--- src/hdl/psdd_pkg.sv ---
`timescale 1ns / 1ps

package psdd_pkg;

    localparam int SCR_LEN = 23;
    localparam int TOP_BIT = SCR_LEN - 1;
    // delay taps of the two generator polynomials, as register bit positions
    localparam int GPA_TAP_LEFT  = 4;
    localparam int GPA_TAP_RIGHT = 18;
    localparam int GPC_TAP_LEFT  = 17;
    localparam int GPC_TAP_RIGHT = 5;

    localparam int QUEUE_DEPTH = 4;
    localparam int QPTR_W      = $clog2(QUEUE_DEPTH);
    localparam int QCNT_W      = $clog2(QUEUE_DEPTH + 1);

    localparam logic [15:0] RUN_MAX  = 16'hFFFF;
    localparam logic [15:0] MU_BIAS  = 16'h0084;

    typedef enum logic [2:0] {
        REG_BITS_PER_SYMBOL  = 3'd0,
        REG_LAW_SELECT       = 3'd1,
        REG_POLARITY_MODE    = 3'd2,
        REG_SCR_MODE         = 3'd3,
        REG_BIT_ORDER        = 3'd4,
        REG_THRESHOLD_LOW    = 3'd5,
        REG_THRESHOLD_MID    = 3'd6,
        REG_THRESHOLD_HIGH   = 3'd7
    } reg_idx_t;

    typedef enum logic [1:0] {
        DSC_GPA_LEFT  = 2'd0,
        DSC_GPA_RIGHT = 2'd1,
        DSC_GPC_LEFT  = 2'd2,
        DSC_GPC_RIGHT = 2'd3
    } dsc_mode_t;

    typedef struct packed {
        logic [1:0]  bits_per_symbol;
        logic        law_select;
        logic [1:0]  polarity_mode;
        dsc_mode_t   scr_mode;
        logic [5:0]  bit_order;
        logic [15:0] thr_low;
        logic [15:0] thr_mid;
        logic [15:0] thr_high;
    } cfg_t;

    // one symbol's worth of reordered raw bits waiting for the descrambler
    typedef struct packed {
        logic [2:0] bits;
        logic [1:0] count;
    } qent_t;

    typedef struct packed {
        logic full;
        logic empty;
    } qstat_t;

endpackage

--- src/hdl/psdd_front.sv ---
`timescale 1ns / 1ps

module psdd_front
    import psdd_pkg::*;
(
    input  logic        aclk,
    input  logic        aresetn,
    input  cfg_t        cfg,
    input  logic        s_valid,
    output logic        s_ready,
    input  logic [7:0]  s_codeword,
    input  qstat_t      q_stat,
    output logic        q_push,
    output qent_t       q_ent
);

    logic        prev_sign_reg, prev_sign_next;
    logic        prev_valid_reg, prev_valid_next;

    logic [7:0]  mu_u;
    logic [15:0] mu_t;
    logic [15:0] mu_mag;
    logic        mu_sign;
    logic [7:0]  a_a;
    logic [3:0]  a_shamt;
    logic [15:0] a_mag;
    logic [15:0] mag;
    logic        sign;
    logic [1:0]  label;
    logic [2:0]  rec;
    logic [2:0]  bits;
    logic [1:0]  pos;
    logic        differential;
    logic        msb;
    logic        accept;
    logic        active;

    assign s_ready = !q_stat.full;
    assign accept  = s_valid && s_ready;
    assign active  = accept && (cfg.bits_per_symbol != 2'd0);
    assign differential = !cfg.polarity_mode[1];

    // mu-law expansion
    assign mu_u    = ~s_codeword;
    assign mu_t    = ({9'd0, mu_u[3:0], 3'd0} + MU_BIAS) << mu_u[6:4];
    assign mu_mag  = mu_t - MU_BIAS;
    assign mu_sign = mu_u[7] && (mu_mag != 16'd0);

    // A-law expansion, never zero
    assign a_a     = s_codeword ^ 8'h55;
    assign a_shamt = {1'b0, a_a[6:4]} + 4'd2;
    always_comb begin
        if (a_a[6:4] != 3'd0) begin
            a_mag = {10'd0, 1'b1, a_a[3:0], 1'b1} << a_shamt;
        end else begin
            a_mag = {8'd0, a_a[3:0], 1'b1, 3'd0};
        end
    end

    assign mag  = cfg.law_select ? a_mag : mu_mag;
    assign sign = cfg.law_select ? !a_a[7] : mu_sign;

    always_comb begin
        label = 2'd0;
        rec   = 3'd0;
        bits  = 3'd0;
        pos   = 2'd0;
        unique case (cfg.bits_per_symbol)
            2'd2: begin
                label = (mag < cfg.thr_low) ? 2'd0 : 2'd1;
                rec[1] = label[0];
            end
            2'd3: begin
                if (mag < cfg.thr_low) begin
                    label = 2'd0;
                end else if (mag < cfg.thr_mid) begin
                    label = 2'd1;
                end else if (mag < cfg.thr_high) begin
                    label = 2'd2;
                end else begin
                    label = 2'd3;
                end
                rec[1] = label[1];
                rec[2] = label[0];
            end
            default: begin
                label = 2'd0;
            end
        endcase
        rec[0] = msb;
        // positions at or beyond the symbol size read as zero
        for (int i = 0; i < 3; i++) begin
            pos = cfg.bit_order[2*i +: 2];
            if (pos < cfg.bits_per_symbol) begin
                bits[i] = rec[pos];
            end
        end
    end

    assign msb = (differential ? (sign ^ prev_sign_reg) : sign) ^ cfg.polarity_mode[0];

    always_comb begin
        prev_sign_next  = prev_sign_reg;
        prev_valid_next = prev_valid_reg;
        q_push          = 1'b0;
        if (active) begin
            prev_sign_next  = sign;
            prev_valid_next = 1'b1;
            // a differential symbol with no sign history only primes it
            q_push = prev_valid_reg || !differential;
        end
    end

    assign q_ent.bits  = bits;
    assign q_ent.count = cfg.bits_per_symbol;

    always_ff @(posedge aclk) begin
        if (!aresetn) begin
            prev_sign_reg  <= 1'b0;
            prev_valid_reg <= 1'b0;
        end else begin
            prev_sign_reg  <= prev_sign_next;
            prev_valid_reg <= prev_valid_next;
        end
    end

    a_push_nonzero: assert property (@(posedge aclk) disable iff (!aresetn)
        q_push |-> (q_ent.count != 2'd0))
        else $error("symbol queued with no bits");

    a_push_primed: assert property (@(posedge aclk) disable iff (!aresetn)
        q_push |=> prev_valid_reg)
        else $error("sign history not valid after a queued symbol");

endmodule

--- src/hdl/psdd_queue.sv ---
`timescale 1ns / 1ps

module psdd_queue
    import psdd_pkg::*;
(
    input  logic   aclk,
    input  logic   aresetn,
    input  logic   push,
    input  qent_t  push_ent,
    input  logic   pop,
    output qent_t  head_ent,
    output qstat_t stat
);

    qent_t               mem_reg [QUEUE_DEPTH];
    logic [QPTR_W-1:0]   wr_ptr_reg, wr_ptr_next;
    logic [QPTR_W-1:0]   rd_ptr_reg, rd_ptr_next;
    logic [QCNT_W-1:0]   count_reg, count_next;
    logic                do_push, do_pop;

    assign stat.full  = (count_reg == QCNT_W'(QUEUE_DEPTH));
    assign stat.empty = (count_reg == '0);
    assign do_push    = push && !stat.full;
    assign do_pop     = pop && !stat.empty;
    assign head_ent   = mem_reg[rd_ptr_reg];

    always_comb begin
        wr_ptr_next = do_push ? wr_ptr_reg + QPTR_W'(1) : wr_ptr_reg;
        rd_ptr_next = do_pop ? rd_ptr_reg + QPTR_W'(1) : rd_ptr_reg;
        count_next  = count_reg;
        if (do_push && !do_pop) begin
            count_next = count_reg + QCNT_W'(1);
        end else if (do_pop && !do_push) begin
            count_next = count_reg - QCNT_W'(1);
        end
    end

    always_ff @(posedge aclk) begin
        if (do_push) begin
            mem_reg[wr_ptr_reg] <= push_ent;
        end
    end

    always_ff @(posedge aclk) begin
        if (!aresetn) begin
            wr_ptr_reg <= '0;
            rd_ptr_reg <= '0;
            count_reg  <= '0;
        end else begin
            wr_ptr_reg <= wr_ptr_next;
            rd_ptr_reg <= rd_ptr_next;
            count_reg  <= count_next;
        end
    end

    a_count_bound: assert property (@(posedge aclk) disable iff (!aresetn)
        count_reg <= QCNT_W'(QUEUE_DEPTH))
        else $error("queue count beyond depth");

endmodule

--- src/hdl/psdd_back.sv ---
`timescale 1ns / 1ps

module psdd_back
    import psdd_pkg::*;
(
    input  logic        aclk,
    input  logic        aresetn,
    input  cfg_t        cfg,
    input  qstat_t      q_stat,
    input  qent_t       q_ent,
    output logic        q_pop,
    output logic        m_valid,
    input  logic        m_ready,
    output logic        m_data_bit,
    output logic        m_symbol_end,
    output logic [15:0] m_ones_run,
    output logic [15:0] m_longest_ones_run
);

    logic [SCR_LEN-1:0] shift_reg, shift_next;
    logic [1:0]         idx_reg, idx_next;
    logic [15:0]        run_reg, run_next;
    logic [15:0]        longest_reg, longest_next;
    logic               valid_reg, valid_next;
    logic               bit_out_reg, last_out_reg;
    logic               fire;
    logic               raw;
    logic               dbit;
    logic               last;

    assign fire = !q_stat.empty && (!valid_reg || m_ready);
    assign raw  = q_ent.bits[idx_reg];
    assign last = ({1'b0, idx_reg} + 3'd1) == {1'b0, q_ent.count};
    assign q_pop = fire && last;

    // self-synchronising descrambler, one bit a cycle while the queue holds bits and the output is not stalled
    always_comb begin
        unique case (cfg.scr_mode)
            DSC_GPA_LEFT: begin
                dbit       = raw ^ shift_reg[TOP_BIT] ^ shift_reg[GPA_TAP_LEFT];
                shift_next = {shift_reg[SCR_LEN-2:0], raw};
            end
            DSC_GPA_RIGHT: begin
                dbit       = raw ^ shift_reg[0] ^ shift_reg[GPA_TAP_RIGHT];
                shift_next = {raw, shift_reg[SCR_LEN-1:1]};
            end
            DSC_GPC_LEFT: begin
                dbit       = raw ^ shift_reg[TOP_BIT] ^ shift_reg[GPC_TAP_LEFT];
                shift_next = {shift_reg[SCR_LEN-2:0], raw};
            end
            DSC_GPC_RIGHT: begin
                dbit       = raw ^ shift_reg[0] ^ shift_reg[GPC_TAP_RIGHT];
                shift_next = {raw, shift_reg[SCR_LEN-1:1]};
            end
        endcase
        if (!fire) begin
            shift_next = shift_reg;
        end
    end

    always_comb begin
        idx_next     = idx_reg;
        run_next     = run_reg;
        longest_next = longest_reg;
        valid_next   = valid_reg && !m_ready;
        if (fire) begin
            valid_next = 1'b1;
            idx_next   = last ? 2'd0 : idx_reg + 2'd1;
            if (dbit) begin
                if (run_reg != RUN_MAX) begin
                    run_next = run_reg + 16'd1;
                end
                if (run_next > longest_reg) begin
                    longest_next = run_next;
                end
            end else begin
                run_next = 16'd0;
            end
        end
    end

    always_ff @(posedge aclk) begin
        if (fire) begin
            bit_out_reg  <= dbit;
            last_out_reg <= last;
        end
    end

    always_ff @(posedge aclk) begin
        if (!aresetn) begin
            shift_reg   <= '0;
            idx_reg     <= 2'd0;
            run_reg     <= 16'd0;
            longest_reg <= 16'd0;
            valid_reg   <= 1'b0;
        end else begin
            shift_reg   <= shift_next;
            idx_reg     <= idx_next;
            run_reg     <= run_next;
            longest_reg <= longest_next;
            valid_reg   <= valid_next;
        end
    end

    assign m_valid            = valid_reg;
    assign m_data_bit         = bit_out_reg;
    assign m_symbol_end       = last_out_reg;
    assign m_ones_run         = run_reg;
    assign m_longest_ones_run = longest_reg;

    a_run_le_longest: assert property (@(posedge aclk) disable iff (!aresetn)
        m_valid |-> (m_ones_run <= m_longest_ones_run))
        else $error("current run exceeds longest run");

    a_zero_clears_run: assert property (@(posedge aclk) disable iff (!aresetn)
        (m_valid && !m_data_bit) |-> (m_ones_run == 16'd0))
        else $error("zero bit left a nonzero run");

    a_idx_in_symbol: assert property (@(posedge aclk) disable iff (!aresetn)
        !q_stat.empty |-> (idx_reg < q_ent.count))
        else $error("bit index beyond symbol");

endmodule

--- src/hdl/pam_symbol_descrambling_demodulator.sv ---
`timescale 1ns / 1ps
// a symbol's bits_per_symbol bits (1 to 3) pass the queue, then the output register
// throughput: one codeword per cycle while s_ready is high, into a four-entry symbol
// queue; the descrambler drains one bit per cycle unless stalled by m_ready or an empty
// queue; differentially primed or zero-size symbols yield no bits
// reset: synchronous active-low aresetn clears the queue, sign history, descrambler,
// run counters and registers to 1, 0, 0, 0, 36, 0, 0, 0
module pam_symbol_descrambling_demodulator
    import psdd_pkg::*;
(
    input  logic        aclk,
    input  logic        aresetn,
    input  logic        cfg_valid,
    output logic        cfg_ready,
    input  logic [2:0]  cfg_index,
    input  logic [15:0] cfg_data,
    input  logic        s_valid,
    output logic        s_ready,
    input  logic [7:0]  s_codeword,
    output logic        m_valid,
    input  logic        m_ready,
    output logic        m_data_bit,
    output logic        m_symbol_end,
    output logic [15:0] m_ones_run,
    output logic [15:0] m_longest_ones_run
);

    cfg_t   cfg_reg, cfg_next;
    qstat_t q_stat;
    qent_t  push_ent, head_ent;
    logic   q_push, q_pop;

    assign cfg_ready = 1'b1;

    always_comb begin
        cfg_next = cfg_reg;
        if (cfg_valid) begin
            unique case (reg_idx_t'(cfg_index))
                REG_BITS_PER_SYMBOL:  cfg_next.bits_per_symbol  = cfg_data[1:0];
                REG_LAW_SELECT:       cfg_next.law_select       = cfg_data[0];
                REG_POLARITY_MODE:    cfg_next.polarity_mode    = cfg_data[1:0];
                REG_SCR_MODE:         cfg_next.scr_mode         = dsc_mode_t'(cfg_data[1:0]);
                REG_BIT_ORDER:        cfg_next.bit_order        = cfg_data[5:0];
                REG_THRESHOLD_LOW:    cfg_next.thr_low          = cfg_data;
                REG_THRESHOLD_MID:    cfg_next.thr_mid          = cfg_data;
                REG_THRESHOLD_HIGH:   cfg_next.thr_high         = cfg_data;
            endcase
        end
    end

    always_ff @(posedge aclk) begin
        if (!aresetn) begin
            cfg_reg.bits_per_symbol  <= 2'd1;
            cfg_reg.law_select       <= 1'b0;
            cfg_reg.polarity_mode    <= 2'd0;
            cfg_reg.scr_mode         <= DSC_GPA_LEFT;
            cfg_reg.bit_order        <= 6'd36;
            cfg_reg.thr_low          <= 16'd0;
            cfg_reg.thr_mid          <= 16'd0;
            cfg_reg.thr_high         <= 16'd0;
        end else begin
            cfg_reg <= cfg_next;
        end
    end

    psdd_front u_front (
        .aclk       (aclk),
        .aresetn    (aresetn),
        .cfg        (cfg_reg),
        .s_valid    (s_valid),
        .s_ready    (s_ready),
        .s_codeword (s_codeword),
        .q_stat     (q_stat),
        .q_push     (q_push),
        .q_ent      (push_ent)
    );

    psdd_queue u_queue (
        .aclk     (aclk),
        .aresetn  (aresetn),
        .push     (q_push),
        .push_ent (push_ent),
        .pop      (q_pop),
        .head_ent (head_ent),
        .stat     (q_stat)
    );

    psdd_back u_back (
        .aclk               (aclk),
        .aresetn            (aresetn),
        .cfg                (cfg_reg),
        .q_stat             (q_stat),
        .q_ent              (head_ent),
        .q_pop              (q_pop),
        .m_valid            (m_valid),
        .m_ready            (m_ready),
        .m_data_bit         (m_data_bit),
        .m_symbol_end       (m_symbol_end),
        .m_ones_run         (m_ones_run),
        .m_longest_ones_run (m_longest_ones_run)
    );

endmodule
--- config.mk ---
export PLATFORM = sky130hd
export DESIGN_NAME = pam_symbol_descrambling_demodulator
export DESIGN_NICKNAME = d
export VERILOG_FILES = /design/src/hdl/psdd_pkg.sv /design/src/hdl/psdd_front.sv /design/src/hdl/psdd_queue.sv /design/src/hdl/psdd_back.sv /design/src/hdl/pam_symbol_descrambling_demodulator.sv
export SDC_FILE = /design/constraint.sdc
export NUM_CORES = 1
export LEC_CHECK = 0
export BUFFER_PORTS_ARGS = -buffer_cell sky130_fd_sc_hd__buf_2
export CAP_MARGIN = 20
export CORE_MARGIN = 4
export CORE_UTILIZATION = 45
export DETAILED_ROUTE_END_ITERATION = 8
export SETUP_SLACK_MARGIN = 0.05
export SYNTH_ARGS = -nofsm -noshare
export SYNTH_HDL_FRONTEND = slang
export SYNTH_SLANG_ARGS = --single-unit
--- constraint.sdc ---
create_clock -name aclk -period 4.5 [get_ports aclk]
set_input_delay 0.45 -clock aclk [delete_from_list [all_inputs] [get_ports aclk]]
set_output_delay 0.45 -clock aclk [all_outputs]
set_load 0.05 [all_outputs]
==> metrics <==
status=finished clean; post-DR vias/cell=between 5 and 6; PD cells=about 460 nW/um2; Clock Latency Late Sink=0.43 ns; syn avg cell area=slightly above 8 um2; Arr. time, crit path=slightly above 4 ns; relative slew slack=between 30% and 40%; largest net degree at the start of global routing=64; crit path kind=primary input to flip-flop; Post-Route WL=23240 um; diodes inserted=0; initial antenna violation count=0; Seq/Total Area, Yosys=between 30% and 40%; gr ovfl total=0; Die H=around 150 um; Setup-failing EPs final=0; WL per Instance=~16 um; Final Wtd Congestion=between 0.9 and 1; first-pass GRT wire length=around 38000 um; CTS sink count=about 150; die width=151.0 um; hold_buf cts=0; Final Slew Violations=0; row count=52; Pleak=4.010 nW; Vias=7829; Num CTS Buffers=17; Max-cap violations=0; flops & latches, synth=around 150; # port buffers=67; CP Launch Type=primary input; Crit. End Element=flip-flop; actual slew at the worst max-slew pin=~0.94 ns; final net count=between 1000 and 1500; Core Footprint=around 20000 um2; Net Count, Synth=between 1000 and 1500; Initial Util=between 40% and 50%; io pins=about 70; Netlist cell types=between 60 and 70; die area=between 20000 and 25000 um2; TritonRoute pass-1 iters=5; Post-synth EDFFs=22; final hold slack=approximately 0.27 ns; Worst Path Required=between 4 and 5 ns; share of layout cells above drive strength 1=between 10% and 20%; vias in the first global route=7346; CTS tree=built; Max Root-Sink Buffers=2; Crit Path Max Fanout=11; Resized cells post-CTS=0; Area growth, synth to finish=13.71%; DRC viols=0; final hold violation count=0; Max VDD drop=about 0.29 mV; Post-CTS Setup Bufs=0; mapped cell area=9201 um2; yosys warns=0; setup TNS=0 ns; Syn Inst Count=about 1100; Worst Hold Class=primary input to flip-flop; DP HPWL=17260 um; final period utilization=between 80% and 90%; antenna viol nets, final=0; gr usage total=between 20% and 30%; DRT iter0 DRCs=about 430; ys flop type=dfxtp_1; clock period minus worst slack=3.937 ns; RSZ-0062 raised after global routing=false; clock root buffer master=clkbuf_16; max reg flops=between 60 and 70; clock transition at the registers of the reported paths=roughly 0.07 ns; Worst Skew=0.01066 ns; final core occ=around half; fmax=roughly 250 MHz; ys async rst share=0%; CTS H-Tree Depth=4
-- final cells by class --
| class | instances | area [um2] |
|---|---|---|
| clock buffers | 17 | 425.4 |
| clock inverters | 15 | 176.4 |
| fillers | 1977 | 9707 |
| inverters | 81 | 305.3 |
| multi-input cells | 814 | 5361 |
| flip-flops and latches | 152 | 3263 |
| well taps | 270 | 337.8 |
| repair buffers | 98 | 593.1 |
-- Yosys cell counts, drive strengths merged, types with 19 or more instances --
cell type | n | area, um2
ha | 77 | 963.4
mux2i | 41 | 410.4
nand3 | 29 | 150.1
a211oi | 37 | 327.8
buf | 22 | 126.4
inv | 81 | 304.0
a21oi | 84 | 420.4
o21ai | 38 | 190.2
nor2 | 100 | 375.4
dfxtp | 130 | 2603
xnor2 | 19 | 173.9
a21boi | 21 | 157.7
nand2 | 173 | 651.9
clkbuf | 39 | 146.4
edfxtp | 22 | 660.6
-- metrics by stage --
stage	worst slack (ns)	std cells	instance area (um2)	total power, mW
after global routing	0.3440	1447	10460	5.116
after floorplan	0.4325	1108	9201	2.970
final	0.5632	1447	10460	4.797
after CTS	0.6716	1447	10460	4.842
after detailed placement	0.2152	1415	9861	3.357
after global placement	0.2721	1415	9861	3.333
-- per-layer routing --
metal	part of all wire (%)	track usage, %	vias up
met3	3.9	3.680	25
met1	48	28.53	3660
met5	0	0	-
met4	1.7	6.301	0
met2	46	33.96	154
li1	-	-	3990
-- cells in the final DEF, fill, tap and decap left out, drive strengths merged, types with 5 or more instances in the layout --
cell and instances:
nand2 173, dfxtp 130, nor2 100, buf 98, inv 89, a21oi 84
ha 77, mux2i 41, o21ai 38, a211oi 37, nand3 29, edfxtp 22
a21boi 21, xnor2 19, nor3 18, clkbuf 17, nand4 12, xor2 11
o21a 11, nand2b 11, a21o 10, nor2b 10, o22ai 9, mux2 8
and3 7, o211ai 7, and2 7, mux4 6, or2 5, nand3b 5
o221ai 5, o31ai 5
-- logic make-up after synthesis --
kind of cell	Yosys count	synth area share, %
muxes	55	6.908
and+or+nand+nor	397	19.53
xor gates and xnor gates	30	2.937
buffers and inverters	142	6.269
adders and majority gates	78	10.69
AOI/OAI and AO/OA	253	18.17
other	1	0.04076
DFF	152	35.46
-- critical path, stage by stage --
cell       delay [ns]
buf_2            0.17
buf_4            0.20
mux2_2           0.41
a31oi_2          0.37
nor2_1           0.12
nand2_1          0.07
nor2_1           0.05
xnor2_1          0.12
o32ai_1          0.26
ha_1             0.34
a21oi_1          0.14
o21ai_0          0.09
a21o_1           0.19
a211oi_1         0.32
o2bb2ai_1        0.11
o31ai_1          0.20
buf_4            0.17
nand3b_1         0.08
and3_1           0.23
-- power breakdown --
group	leakage (nW)	internal [mW]	switching, mW	total, mW
registers	1.26	1.57	0.144	1.71
logic	2.46	0.600	1.01	1.61
clock network	0.291	0.839	0.633	1.47
total	4.01	3.01	1.79	4.80
-- final timing paths --
path                                                        start                                          to  slack, ns  cells after the start
worst max-delay path                                s_codeword[5]             u_queue.mem_reg[3][2]$_DFFE_PP_       0.56                     19
worst min-delay path                                  cfg_data[6]                    cfg_reg[22]$_SDFFE_PN0P_       0.27                      3
worst max register to register  u_back.m_ones_run[1]$_SDFFE_PN0P_  u_back.m_longest_ones_run[10]$_SDFFE_PN0P_       0.80                     17
worst min register to register            cfg_reg[4]$_SDFFE_PN0P_                     cfg_reg[4]$_SDFFE_PN0P_       0.46                      2
No activity file was read; power rests on OpenSTA's default activity.
